**config.mk**
```make
export PLATFORM = sky130hd
export DESIGN_NAME = spi_nor_page_program_sequencer_unit
export DESIGN_NICKNAME = d
export VERILOG_FILES = /design/src/hdl/spi_nps_pkg.sv /design/src/hdl/spi_nps_seq.sv /design/src/hdl/spi_nor_page_program_sequencer_unit.sv
export SDC_FILE = /design/constraint.sdc
export NUM_CORES = 1
export LEC_CHECK = 0
export ABC_AREA = 1
export BUFFER_PORTS_ARGS = -buffer_cell sky130_fd_sc_hd__buf_2
export CAP_MARGIN = 25
export CORE_MARGIN = 8
export CORE_UTILIZATION = 26
export CTS_BUF_LIST = sky130_fd_sc_hd__clkbuf_8
export DETAILED_ROUTE_END_ITERATION = 12
export GPL_TIMING_DRIVEN = 0
export PLACE_DENSITY = 0.52
export SETUP_SLACK_MARGIN = 0.4
export SYNTH_ARGS = -nofsm -noshare
export SYNTH_HDL_FRONTEND = slang
export SYNTH_HIERARCHICAL = 1
export SYNTH_SLANG_ARGS = --single-unit
export TNS_END_PERCENT = 20
```
**constraint.sdc**
```tcl
create_clock -name clk_i -period 6.3 [get_ports clk_i]
set_clock_uncertainty 0.1 [all_clocks]
set_input_delay 1.575 -clock clk_i [delete_from_list [all_inputs] [get_ports clk_i]]
set_output_delay 1.575 -clock clk_i [all_outputs]
set_load 0.005 [all_outputs]
```
**src/hdl/spi_nps_pkg.sv**
```systemverilog
// spi_nps_pkg: shared types, opcodes and constants of the spi nor page program sequencer
// no dependencies; used by every module of the block
`timescale 1ns / 1ps

package spi_nps_pkg;

  // page size in bytes, a power of two between 16 and 4096
  localparam int unsigned PageBytes = 256;
  localparam int unsigned PageW     = $clog2(PageBytes);

  // most results one request can cause: a deselect or timeout then a chunk header
  localparam int unsigned MaxRes = 7;
  localparam int unsigned IdxW   = $clog2(MaxRes);
  localparam int unsigned CntW   = $clog2(MaxRes + 1);
  localparam int unsigned HdrLen = 6;

  localparam logic [15:0] PollReset = 16'h2000;

  localparam logic [7:0] OpWren    = 8'h06;
  localparam logic [7:0] OpProgram = 8'h02;
  localparam logic [7:0] OpStatus  = 8'h05;
  localparam logic [7:0] OpRead    = 8'h03;
  localparam logic [7:0] Dummy     = 8'hFF;

  typedef enum logic [1:0] {
    ModeStartWrite = 2'd0,
    ModeTick       = 2'd1,
    ModeStartRead  = 2'd2,
    ModeStatus     = 2'd3
  } mode_e;

  typedef enum logic [1:0] {
    PhIdle    = 2'd0,
    PhWriting = 2'd1,
    PhWaiting = 2'd2,
    PhReading = 2'd3
  } phase_e;

  typedef enum logic [1:0] {
    ActShift    = 2'd0,
    ActDeselect = 2'd1,
    ActTimeout  = 2'd2
  } action_e;

  typedef struct packed {
    action_e     action;
    logic [7:0]  tx;
    logic        cap;
  } entry_t;

  // one element of the page program header, high address byte first
  function automatic entry_t hdr_entry(input logic [IdxW-1:0] k, input logic [23:0] addr);
    entry_t e;
    e = '{action: ActShift, tx: 8'h00, cap: 1'b0};
    case (k)
      3'd0:    e.tx = OpWren;
      3'd1:    e.action = ActDeselect;
      3'd2:    e.tx = OpProgram;
      3'd3:    e.tx = addr[23:16];
      3'd4:    e.tx = addr[15:8];
      3'd5:    e.tx = addr[7:0];
      default: e = '{action: ActShift, tx: 8'h00, cap: 1'b0};
    endcase
    return e;
  endfunction

endpackage

```
**src/hdl/spi_nps_seq.sv**
```systemverilog
// spi_nps_seq: transaction state and the builder of one request's list of bus actions
// depends on spi_nps_pkg
`timescale 1ns / 1ps

module spi_nps_seq (
  input  logic                                          clk_i,
  input  logic                                          rst_ni,
  input  logic                                          take_i,
  input  logic [1:0]                                    mode_i,
  input  logic [23:0]                                   flash_address_i,
  input  logic [15:0]                                   byte_count_i,
  input  logic [7:0]                                    data_value_i,
  input  logic [15:0]                                   poll_limit_i,
  output spi_nps_pkg::entry_t [spi_nps_pkg::MaxRes-1:0] batch_o,
  output logic [spi_nps_pkg::CntW-1:0]                  batch_cnt_o
);

  spi_nps_pkg::phase_e phase_q, phase_d;
  logic [23:0] addr_q, addr_d;
  logic [15:0] left_q, left_d;
  logic [15:0] polls_q, polls_d;

  spi_nps_pkg::entry_t [spi_nps_pkg::MaxRes-1:0] ent;
  logic [spi_nps_pkg::CntW-1:0] n_v;
  logic        hdr;
  logic        hdr_base;
  logic [23:0] hdr_addr;
  logic [23:0] addr_inc;
  logic [15:0] left_dec;

  assign addr_inc = addr_q + 24'd1;
  assign left_dec = left_q - 16'd1;

  always_ff @(posedge clk_i or negedge rst_ni) begin
    if (!rst_ni) begin
      phase_q <= spi_nps_pkg::PhIdle;
      addr_q  <= '0;
      left_q  <= '0;
      polls_q <= '0;
    end else if (take_i) begin
      phase_q <= phase_d;
      addr_q  <= addr_d;
      left_q  <= left_d;
      polls_q <= polls_d;
    end
  end

  always_comb begin
    phase_d  = phase_q;
    addr_d   = addr_q;
    left_d   = left_q;
    polls_d  = polls_q;
    hdr      = 1'b0;
    hdr_base = 1'b0;
    hdr_addr = addr_q;
    n_v      = '0;
    for (int i = 0; i < int'(spi_nps_pkg::MaxRes); i++) begin
      ent[i] = '{action: spi_nps_pkg::ActShift, tx: 8'h00, cap: 1'b0};
    end

    case (spi_nps_pkg::mode_e'(mode_i))
      spi_nps_pkg::ModeStartWrite: begin
        if (phase_q == spi_nps_pkg::PhIdle && byte_count_i != 16'd0) begin
          addr_d   = flash_address_i;
          left_d   = byte_count_i;
          hdr      = 1'b1;
          hdr_addr = flash_address_i;
          phase_d  = spi_nps_pkg::PhWriting;
        end
      end
      spi_nps_pkg::ModeStartRead: begin
        if (phase_q == spi_nps_pkg::PhIdle) begin
          addr_d = flash_address_i;
          left_d = byte_count_i;
          ent[0] = '{action: spi_nps_pkg::ActShift, tx: spi_nps_pkg::OpRead, cap: 1'b0};
          ent[1] = '{action: spi_nps_pkg::ActShift, tx: flash_address_i[23:16], cap: 1'b0};
          ent[2] = '{action: spi_nps_pkg::ActShift, tx: flash_address_i[15:8], cap: 1'b0};
          ent[3] = '{action: spi_nps_pkg::ActShift, tx: flash_address_i[7:0], cap: 1'b0};
          if (byte_count_i == 16'd0) begin
            ent[4] = '{action: spi_nps_pkg::ActDeselect, tx: 8'h00, cap: 1'b0};
            n_v    = spi_nps_pkg::CntW'(5);
          end else begin
            n_v     = spi_nps_pkg::CntW'(4);
            phase_d = spi_nps_pkg::PhReading;
          end
        end
      end
      spi_nps_pkg::ModeTick: begin
        if (phase_q == spi_nps_pkg::PhWriting) begin
          addr_d = addr_inc;
          left_d = left_dec;
          ent[0] = '{action: spi_nps_pkg::ActShift, tx: data_value_i, cap: 1'b0};
          n_v    = spi_nps_pkg::CntW'(1);
          // chunk closes at the end of the data or on a page boundary
          if (left_dec == 16'd0 || addr_inc[spi_nps_pkg::PageW-1:0] == '0) begin
            ent[1]  = '{action: spi_nps_pkg::ActDeselect, tx: 8'h00, cap: 1'b0};
            ent[2]  = '{action: spi_nps_pkg::ActShift, tx: spi_nps_pkg::OpStatus, cap: 1'b0};
            ent[3]  = '{action: spi_nps_pkg::ActShift, tx: spi_nps_pkg::Dummy, cap: 1'b1};
            n_v     = spi_nps_pkg::CntW'(4);
            phase_d = spi_nps_pkg::PhWaiting;
            polls_d = poll_limit_i;
          end
        end else if (phase_q == spi_nps_pkg::PhReading) begin
          addr_d = addr_inc;
          left_d = left_dec;
          ent[0] = '{action: spi_nps_pkg::ActShift, tx: spi_nps_pkg::Dummy, cap: 1'b1};
          n_v    = spi_nps_pkg::CntW'(1);
          if (left_dec == 16'd0) begin
            ent[1]  = '{action: spi_nps_pkg::ActDeselect, tx: 8'h00, cap: 1'b0};
            n_v     = spi_nps_pkg::CntW'(2);
            phase_d = spi_nps_pkg::PhIdle;
          end
        end
      end
      spi_nps_pkg::ModeStatus: begin
        if (phase_q == spi_nps_pkg::PhWaiting) begin
          n_v = spi_nps_pkg::CntW'(1);
          if (polls_q == 16'd0) begin
            ent[0] = '{action: spi_nps_pkg::ActTimeout, tx: 8'h00, cap: 1'b0};
          end else begin
            polls_d = polls_q - 16'd1;
            if (data_value_i[0]) begin
              ent[0] = '{action: spi_nps_pkg::ActShift, tx: spi_nps_pkg::Dummy, cap: 1'b1};
            end else begin
              ent[0] = '{action: spi_nps_pkg::ActDeselect, tx: 8'h00, cap: 1'b0};
            end
          end
          // wait over: next chunk if bytes remain, otherwise back to idle
          if (polls_q == 16'd0 || !data_value_i[0]) begin
            if (left_q != 16'd0) begin
              hdr      = 1'b1;
              hdr_base = 1'b1;
              phase_d  = spi_nps_pkg::PhWriting;
            end else begin
              phase_d = spi_nps_pkg::PhIdle;
            end
          end
        end
      end
      default: begin
        phase_d = phase_q;
      end
    endcase

    if (hdr) begin
      for (int k = 0; k < int'(spi_nps_pkg::HdrLen); k++) begin
        ent[spi_nps_pkg::IdxW'(k) + spi_nps_pkg::IdxW'(hdr_base)] =
          spi_nps_pkg::hdr_entry(spi_nps_pkg::IdxW'(k), hdr_addr);
      end
      n_v = spi_nps_pkg::CntW'(spi_nps_pkg::HdrLen) + spi_nps_pkg::CntW'(hdr_base);
    end
  end

  assign batch_o     = ent;
  assign batch_cnt_o = n_v;

endmodule

```
**src/hdl/spi_nor_page_program_sequencer_unit.sv**
```systemverilog
// spi_nor_page_program_sequencer_unit: top level, request intake, result buffering and output
// depends on spi_nps_pkg and spi_nps_seq
// the results of an accepted request are registered in the pending batch, then in the output
// buffer once that is free, and the output shows them from that buffer
// throughput: one result per cycle while out_stall_i is low; a request gives up to seven results,
// and a request is taken whenever the one-deep pending batch is free or moves on to the output
// in that cycle; requests that cause no result leave the pending batch empty
// reset: asynchronous, active low; clears the phase and counters, empties the buffers, poll_limit to 8192
`timescale 1ns / 1ps

module spi_nor_page_program_sequencer_unit (
  input  logic        clk_i,
  input  logic        rst_ni,
  input  logic        cfg_we_i,
  input  logic [15:0] cfg_wdata_i,
  input  logic        in_valid_i,
  output logic        in_stall_o,
  input  logic [1:0]  mode_i,
  input  logic [23:0] flash_address_i,
  input  logic [15:0] byte_count_i,
  input  logic [7:0]  data_value_i,
  output logic        out_valid_o,
  input  logic        out_stall_i,
  output logic [1:0]  action_o,
  output logic [7:0]  tx_byte_o,
  output logic        capture_o,
  output logic        last_o
);

  logic [15:0] poll_limit_q;
  logic        take;

  spi_nps_pkg::entry_t [spi_nps_pkg::MaxRes-1:0] batch;
  logic [spi_nps_pkg::CntW-1:0] batch_cnt;

  spi_nps_pkg::entry_t [spi_nps_pkg::MaxRes-1:0] pend_q;
  logic [spi_nps_pkg::CntW-1:0] pend_cnt_q;
  logic                          pend_valid_q;

  spi_nps_pkg::entry_t [spi_nps_pkg::MaxRes-1:0] cur_q;
  logic [spi_nps_pkg::CntW-1:0] cur_cnt_q;
  logic [spi_nps_pkg::IdxW-1:0] cur_idx_q;
  logic                          cur_valid_q;

  spi_nps_pkg::entry_t cur_ent;
  logic                pop;
  logic                cur_last;
  logic                cur_free;

  always_ff @(posedge clk_i or negedge rst_ni) begin
    if (!rst_ni) begin
      poll_limit_q <= spi_nps_pkg::PollReset;
    end else if (cfg_we_i) begin
      poll_limit_q <= cfg_wdata_i;
    end
  end

  // the pending batch can take a new request in the cycle it moves to the output
  assign in_stall_o = pend_valid_q && !cur_free;
  assign take       = in_valid_i && !in_stall_o;

  spi_nps_seq u_seq (
    .clk_i          (clk_i),
    .rst_ni         (rst_ni),
    .take_i         (take),
    .mode_i         (mode_i),
    .flash_address_i(flash_address_i),
    .byte_count_i   (byte_count_i),
    .data_value_i   (data_value_i),
    .poll_limit_i   (poll_limit_q),
    .batch_o        (batch),
    .batch_cnt_o    (batch_cnt)
  );

  assign cur_ent  = cur_q[cur_idx_q];
  assign cur_last = (spi_nps_pkg::CntW'(cur_idx_q) + spi_nps_pkg::CntW'(1)) == cur_cnt_q;
  assign pop      = cur_valid_q && !out_stall_i;
  assign cur_free = !cur_valid_q || (pop && cur_last);

  // pending batch: only filled when the request causes at least one result
  always_ff @(posedge clk_i or negedge rst_ni) begin
    if (!rst_ni) begin
      pend_valid_q <= 1'b0;
    end else if (take && batch_cnt != '0) begin
      pend_valid_q <= 1'b1;
    end else if (pend_valid_q && cur_free) begin
      pend_valid_q <= 1'b0;
    end
  end

  always_ff @(posedge clk_i) begin
    if (take) begin
      pend_q     <= batch;
      pend_cnt_q <= batch_cnt;
    end
  end

  always_ff @(posedge clk_i or negedge rst_ni) begin
    if (!rst_ni) begin
      cur_valid_q <= 1'b0;
      cur_idx_q   <= '0;
    end else if (cur_free) begin
      cur_valid_q <= pend_valid_q;
      cur_idx_q   <= '0;
    end else if (pop) begin
      cur_idx_q <= cur_idx_q + spi_nps_pkg::IdxW'(1);
    end
  end

  always_ff @(posedge clk_i) begin
    if (cur_free && pend_valid_q) begin
      cur_q     <= pend_q;
      cur_cnt_q <= pend_cnt_q;
    end
  end

  assign out_valid_o = cur_valid_q;
  assign action_o    = cur_ent.action;
  assign tx_byte_o   = cur_ent.tx;
  assign capture_o   = cur_ent.cap;
  assign last_o      = cur_last;

endmodule

```
Word-level counts from Yosys, hierarchy flattened
Cells that the tools add are included.
{"block": "op_classes", "n_bitwise": 0, "multipliers": 0, "n_mux": 88, "order_cmp": 13, "shifts": 0, "div_mod_pow": 0, "n_eq_ne": 18, "n_reduce_logical": 38, "addsub": 10}
{"operator": "77-bit bitwise mux", "n": 6}
{"operator": "11-bit demux with 3-bit select", "n": 5}
{"operator": "16-bit two-way mux", "n": 8}
{"operator": "24-bit two-way mux", "n": 5}
{"operator": "11-bit two-way mux", "n": 10}
{"operator": "55-bit two-way mux", "n": 2}
{"operator": "24-bit case mux with 3 select lines", "n": 1}
{"operator": "33-bit case mux with 2 select lines", "n": 1}
{"operator": "16-bit logical NOT", "n": 3}
{"operator": "16-bit case mux with 3 select lines", "n": 1}
{"operator": "22-bit two-way mux", "n": 2}
{"operator": "8-bit two-way mux", "n": 5}
{"operator": "11-bit binary-select mux with 3-bit select", "n": 1}
{"operator": "11-bit case mux with 3 select lines", "n": 1}
{"operator": "16-bit case mux with 2 select lines", "n": 1}
{"operator": "16-bit nonzero test", "n": 2}
{"operator": "16-bit by 1-bit subtractor with 16-bit output (second input constant)", "n": 2}
{"operator": "31-bit two-way mux", "n": 1}
{"operator": "10-bit two-way mux", "n": 3}
{"operator": "24-bit by 1-bit adder with 24-bit output (second input constant)", "n": 1}
{"operator": "3-bit by 4-bit < comparator with 1-bit output (second input constant)", "n": 6}
{"operator": "2-bit two-way mux", "n": 12}
{"operator": "3-bit two-way mux", "n": 7}
{"operator": "20-bit two-way mux", "n": 1}
{"operator": "other kinds (32)", "n": 80}
{"block": "word_totals", "memories": 0, "in_bits": 71, "regBits": 239, "latch_bits": 0, "out_inout_bits": 14, "elab_cells": 219, "ram_bits": 0, "mem_bits_ro": 0}

Longest topological paths before layout
{"block": "depth", "word_depth": 16, "mapped_depth": 18, "depth_no_buf": 17}

Modules after synthesis
Netlist, hierarchy kept.
{"mod": "spi_nor_page_program_sequencer_unit", "seq_area_each_um2": 5331.4, "n_inst": 1, "cells_each": 382, "area_each_um2": 6491.2}
{"mod": "spi_nps_seq", "seq_area_each_um2": 1451.4, "n_inst": 1, "cells_each": 994, "area_each_um2": 5983.2}

Worst setup path before layout
OpenSTA, ideal clock, no wires.
{"block": "synth_timing", "path_kind": "input port to flip-flop", "start": "input out_stall_i", "end": "register cur_cnt_q[0] in the netlist's numbering (enable)", "slack_ns": -0.036, "path_buffers": 0, "required_time_ns": 5.656, "cell_stages": 3, "setup_ns": 0.544, "arrival_ns": 5.692, "path_cell_list": "nor2_1 > nand4_2 > a21oi_1"}
{"block": "synth_between", "elab_chain_len": 5}
{"element": "from (decl)", "line_no": "spi_nor_page_program_sequencer_unit.sv:23", "source": "input logic out_stall_i,"}
{"element": "1-bit logical NOT", "line_no": "spi_nor_page_program_sequencer_unit.sv:77", "source": "assign pop = cur_valid_q && !out_stall_i;"}
{"element": "1-bit logical AND", "line_no": "spi_nor_page_program_sequencer_unit.sv:77"}
{"element": "1-bit logical AND", "line_no": "spi_nor_page_program_sequencer_unit.sv:78", "source": "assign cur_free = !cur_valid_q || (pop && cur_last);"}
{"element": "1-bit logical OR", "line_no": "spi_nor_page_program_sequencer_unit.sv:78"}
{"element": "1-bit logical AND", "line_no": "spi_nor_page_program_sequencer_unit.sv:111", "source": "if (cur_free && pend_valid_q) begin"}
{"element": "to (signal assigned)", "line_no": "spi_nor_page_program_sequencer_unit.sv:113", "source": "cur_cnt_q <= pend_cnt_q;"}
{"element": "to (decl)", "line_no": "spi_nor_page_program_sequencer_unit.sv:41", "source": "logic [spi_nps_pkg::CntW-1:0] cur_cnt_q;"}
No other way between the ends.
A chain may end at the register's enable or synchronous reset.

Worst setup path in the final report
{"block": "layout_timing", "start": "input out_stall_i", "end": "register u_seq.addr_q[0]"}
{"block": "layout_between", "elab_chain_len": 9}
{"element": "1-bit logical NOT", "line_no": "spi_nor_page_program_sequencer_unit.sv:77"}
{"element": "1-bit logical AND", "line_no": "spi_nor_page_program_sequencer_unit.sv:77"}
{"element": "1-bit logical AND", "line_no": "spi_nor_page_program_sequencer_unit.sv:78"}
{"element": "1-bit logical OR", "line_no": "spi_nor_page_program_sequencer_unit.sv:78"}
{"element": "1-bit logical NOT", "line_no": "spi_nor_page_program_sequencer_unit.sv:59", "source": "assign in_stall_o = pend_valid_q && !cur_free;"}
{"element": "1-bit logical AND", "line_no": "spi_nor_page_program_sequencer_unit.sv:59"}
{"element": "1-bit logical NOT", "line_no": "spi_nor_page_program_sequencer_unit.sv:60", "source": "assign take = in_valid_i && !in_stall_o;"}
{"element": "1-bit logical AND", "line_no": "spi_nor_page_program_sequencer_unit.sv:60"}
{"element": "via take", "line_no": "spi_nor_page_program_sequencer_unit.sv:31", "source": "logic take;"}
{"element": "4-bit AND reduction (no source line)"}
{"element": "to (signal assigned)", "line_no": "spi_nps_seq.sv:42", "source": "addr_q <= addr_d;"}
{"element": "to (decl)", "line_no": "spi_nps_seq.sv:19", "source": "logic [23:0] addr_q, addr_d;"}
The timed path passes the listed nets, and every way through them passes these cells.

==> run_results.csv <==
group,metric,value,unit
routing,firstDrtPassIters,5,
timing,post-route-period-util,0.656,
synthesis,yosysWarningCount,6,
worst_setup_path,reg2reg_slack,2.44,ns
layout,final_cells,2173,
placed_design,placed_cell_area,13800,um^2
die,placementRows,80,
synthesis,synth_area_leaders,"edfxtp_1 39%, dfrtp_1 16%, nand2_1 10%",
die,core-area,47500,um^2
timing,fmax,242,MHz
layout,stdcell_area,14600,um^2
placed_design,place_hpwl,28300,um
die,start_util,0.262,
layout,layout-drive-gt1-share,0.177,
worst_setup_path,worstSetupPathType,"in -> reg",
timing,max_slew.worst_pin.slew,0.896,ns
layout,final_common_cell,"nand2_1",
clocking,cts_made_buffers,44,
worst_setup_path,crit_arrival,4.50,ns
die,die_w,235,um
clocking,htreeDepth,2,
synthesis,yosys_most_used_dff,"edfxtp_1",
synthesis,synth_edf_count,160,
placed_design,dp_cells,2091,
routing,drc,0,
clocking,clkTransAtPathRegs,0.06,ns
clocking,cts.sinks,239,
timing,slew_viol_final,0,
routing,drtIter0Drc,661,
routing,wirelength,37400,um
clocking,hold_buffers,0,
worst_setup_path,worstRegToRegCells,18,
timing,hold_viol,0,
routing,vias_per_cell,4.64,
clocking,cts_resized,0,
layout,layout_common_cells,"332 x nand2_1, 160 x edfxtp_1, 129 x nor2_1",
timing,hold_ws,0.307,ns
clocking,cts_tree,"yes",
placed_design,gp_congestion,0.906,
worst_setup_path,crit_end,"u_seq/addr_q[0]",
synthesis,netlist.area_leader.share,0.385,
timing,grt_setup_unrepaired,"false",
die,pin_count,85,
synthesis,syn_avg_cell_area,9.07,um^2
timing,setup_viol,0,
synthesis,synth-async-reset-ratio,0.331,
grt,antenna_found_initial,2,
grt,grt_max_degree,67,
worst_setup_path,worstSetupStartpoint,"out_stall_i",
worst_setup_path,required,6.67,ns
layout,postLayoutCoreUtil,0.308,
grt,grtUsageTotal,0.133,
status,run_status,"complete, no violations",
power,powerDensity,435,nW/um^2
layout,fin_nets,1603,
clocking,cts_root_buffer,"clkbuf_8",
clocking,cts_setup_buffers,0,
timing,layout_min_cycle_time,4.13,ns
power,p_leak,0.00621,uW
hold_path,hold_class,"reg -> reg",
synthesis,ys_ff_latch,239,
grt,grt_pass1_vias,10100,
routing,vias,10100,
routing,final_antenna_net_count,0,
timing,slew_headroom,0.402,
worst_setup_path,cp-start-kind,"input port",
worst_setup_path,cp_max_fo,66,
synthesis,yosysTopAreaCell,"edfxtp_1",
synthesis,syn_inst,1376,
synthesis,synth_area,12500,um^2
placed_design,port-buffer-count,83,
worst_setup_path,regToRegEndpoint,"u_seq/addr_q[0]",
die,die_y,235,um
run,max_cap_violations,0,
worst_setup_path,r2r-start,"cur_idx_q[0]",
clocking,cts.path.max_buffers,3,
grt,grt_pass1_wl,57900,um
power,peakVddDrop,0.169,mV
die,design.die.area,55200,um^2
clocking,clk_latency,0.60,ns
synthesis,yosysSeqAreaShare,0.544,
hold_path,hp-start,"pend_cnt_q[1]",
worst_setup_path,endpoint_kind,"flip-flop",
layout,area_growth,17.4,%
synthesis,synth.distinct_cells,54,
routing,wl_per_cell,17.2,um
grt,grt_overflow,0,
-- registers in the layout (all words and copies together), names as in the netlist --
name,flops
cur_idx_q,3
pend_q,77
u_seq/polls_q,16
poll_limit_q,16
u_seq/addr_q,24
cur_cnt_q,3
u_seq/phase_q,2
u_seq/left_q,16
pend_cnt_q,3
pend_valid_q,1
out_valid_o,1
cur_q,77
-- metrics by stage --
stage,worst slack (ns),setup TNS [ns],power (uW)
after floorplan,1.26,0,4160
after global placement,-0.358,-8.31,4950
after detailed placement,1.60,0,5000
after CTS,2.23,0,6440
after global routing,1.87,0,6840
final,2.17,0,6360
-- routing by layer --
layer / vias up / wire (um) / GRT usage
li1: 4927 / - / -
met1: 4761 / 16400 / 0.166
met2: 309 / 17500 / 0.219
met3: 94 / 1910 / 0.0272
met4: 0 / 1470 / 0.0601
met5: - / 0 / 0
-- Yosys cell counts (2+ instances only) --
cell      instances
o31ai_1          19
clkbuf_1         27
nor2_2           11
nand2_2          20
o211ai_1         19
nand2_1         332
o21ai_2           3
nor2_4            4
nor2_8            2
buf_4            17
or2_2             3
nor4_1            5
nor3_1           15
nand3b_1          4
or2_1             3
a31oi_1           9
mux2_2           16
xnor2_1           2
ha_1             10
nor2_1          129
buf_6             6
nand2_8           2
mux2i_1          11
inv_2             9
xor2_1            9
o21ai_1          32
nor3b_1           2
o21ai_0          86
nand3_1         101
nand3_2           3
buf_2            22
o22ai_1          16
a21oi_1          43
edfxtp_1        160
nand2_4           4
inv_1           110
clkinv_1          5
nand4_1          12
dfrtp_1          78
-- worst min-delay path by stage --
stage	to	slack [ns]	cells past startpoint
global placement	cur_q[32]	0.30	0
detailed placement	cur_q[18]	0.30	0
global route	cur_cnt_q[0]	0.32	0
CTS	cur_cnt_q[1]	0.30	0
floorplan	cur_cnt_q[0]	0.30	0
finish	cur_cnt_q[1]	0.31	0
-- area by class of cell --
type | count | area, um^2
clock buffers | 44 | 606
inverters | 125 | 477
clock inverters | 37 | 214
diodes | 1 | 2.50
flip-flops and latches | 239 | 6780
fillers | 5022 | 32900
well taps | 615 | 769
multi-input cells | 951 | 4850
plain buffers | 74 | 430
repair buffers | 87 | 513
-- worst max-delay path: stages --
cell and delay, ns:
buf_2 0.12, nor2_1 0.13, nand4_2 0.18, nand3_2 0.13, nand2_1 0.09, inv_4 0.22, buf_16 0.32, o21ai_0 0.14
a21oi_1 0.18, nand2_1 0.25, clkinv_1 0.27, clkbuf_1 0.47, o21ai_0 0.18, o21ai_0 0.11, inv_1 0.05
-- cell families after synthesis --
family / Yosys count / share of synthesized area
mux: 27 / 0.0233
buf+inv: 199 / 0.0725
xor+xnor: 12 / 0.00903
other cells: 1 / 0.000301
compound gates: 231 / 0.105
flops: 239 / 0.544
simple gates: 657 / 0.236
fa+ha+maj: 10 / 0.0100
-- power by group --
part | leakage [uW] | switching, uW | internal (uW)
registers | 0.00245 | 324 | 2290
clock network | 0.000490 | 666 | 738
logic | 0.00327 | 1580 | 759
total | 0.00621 | 2570 | 3790
Note: power is estimated with default switching activity, not from simulation.
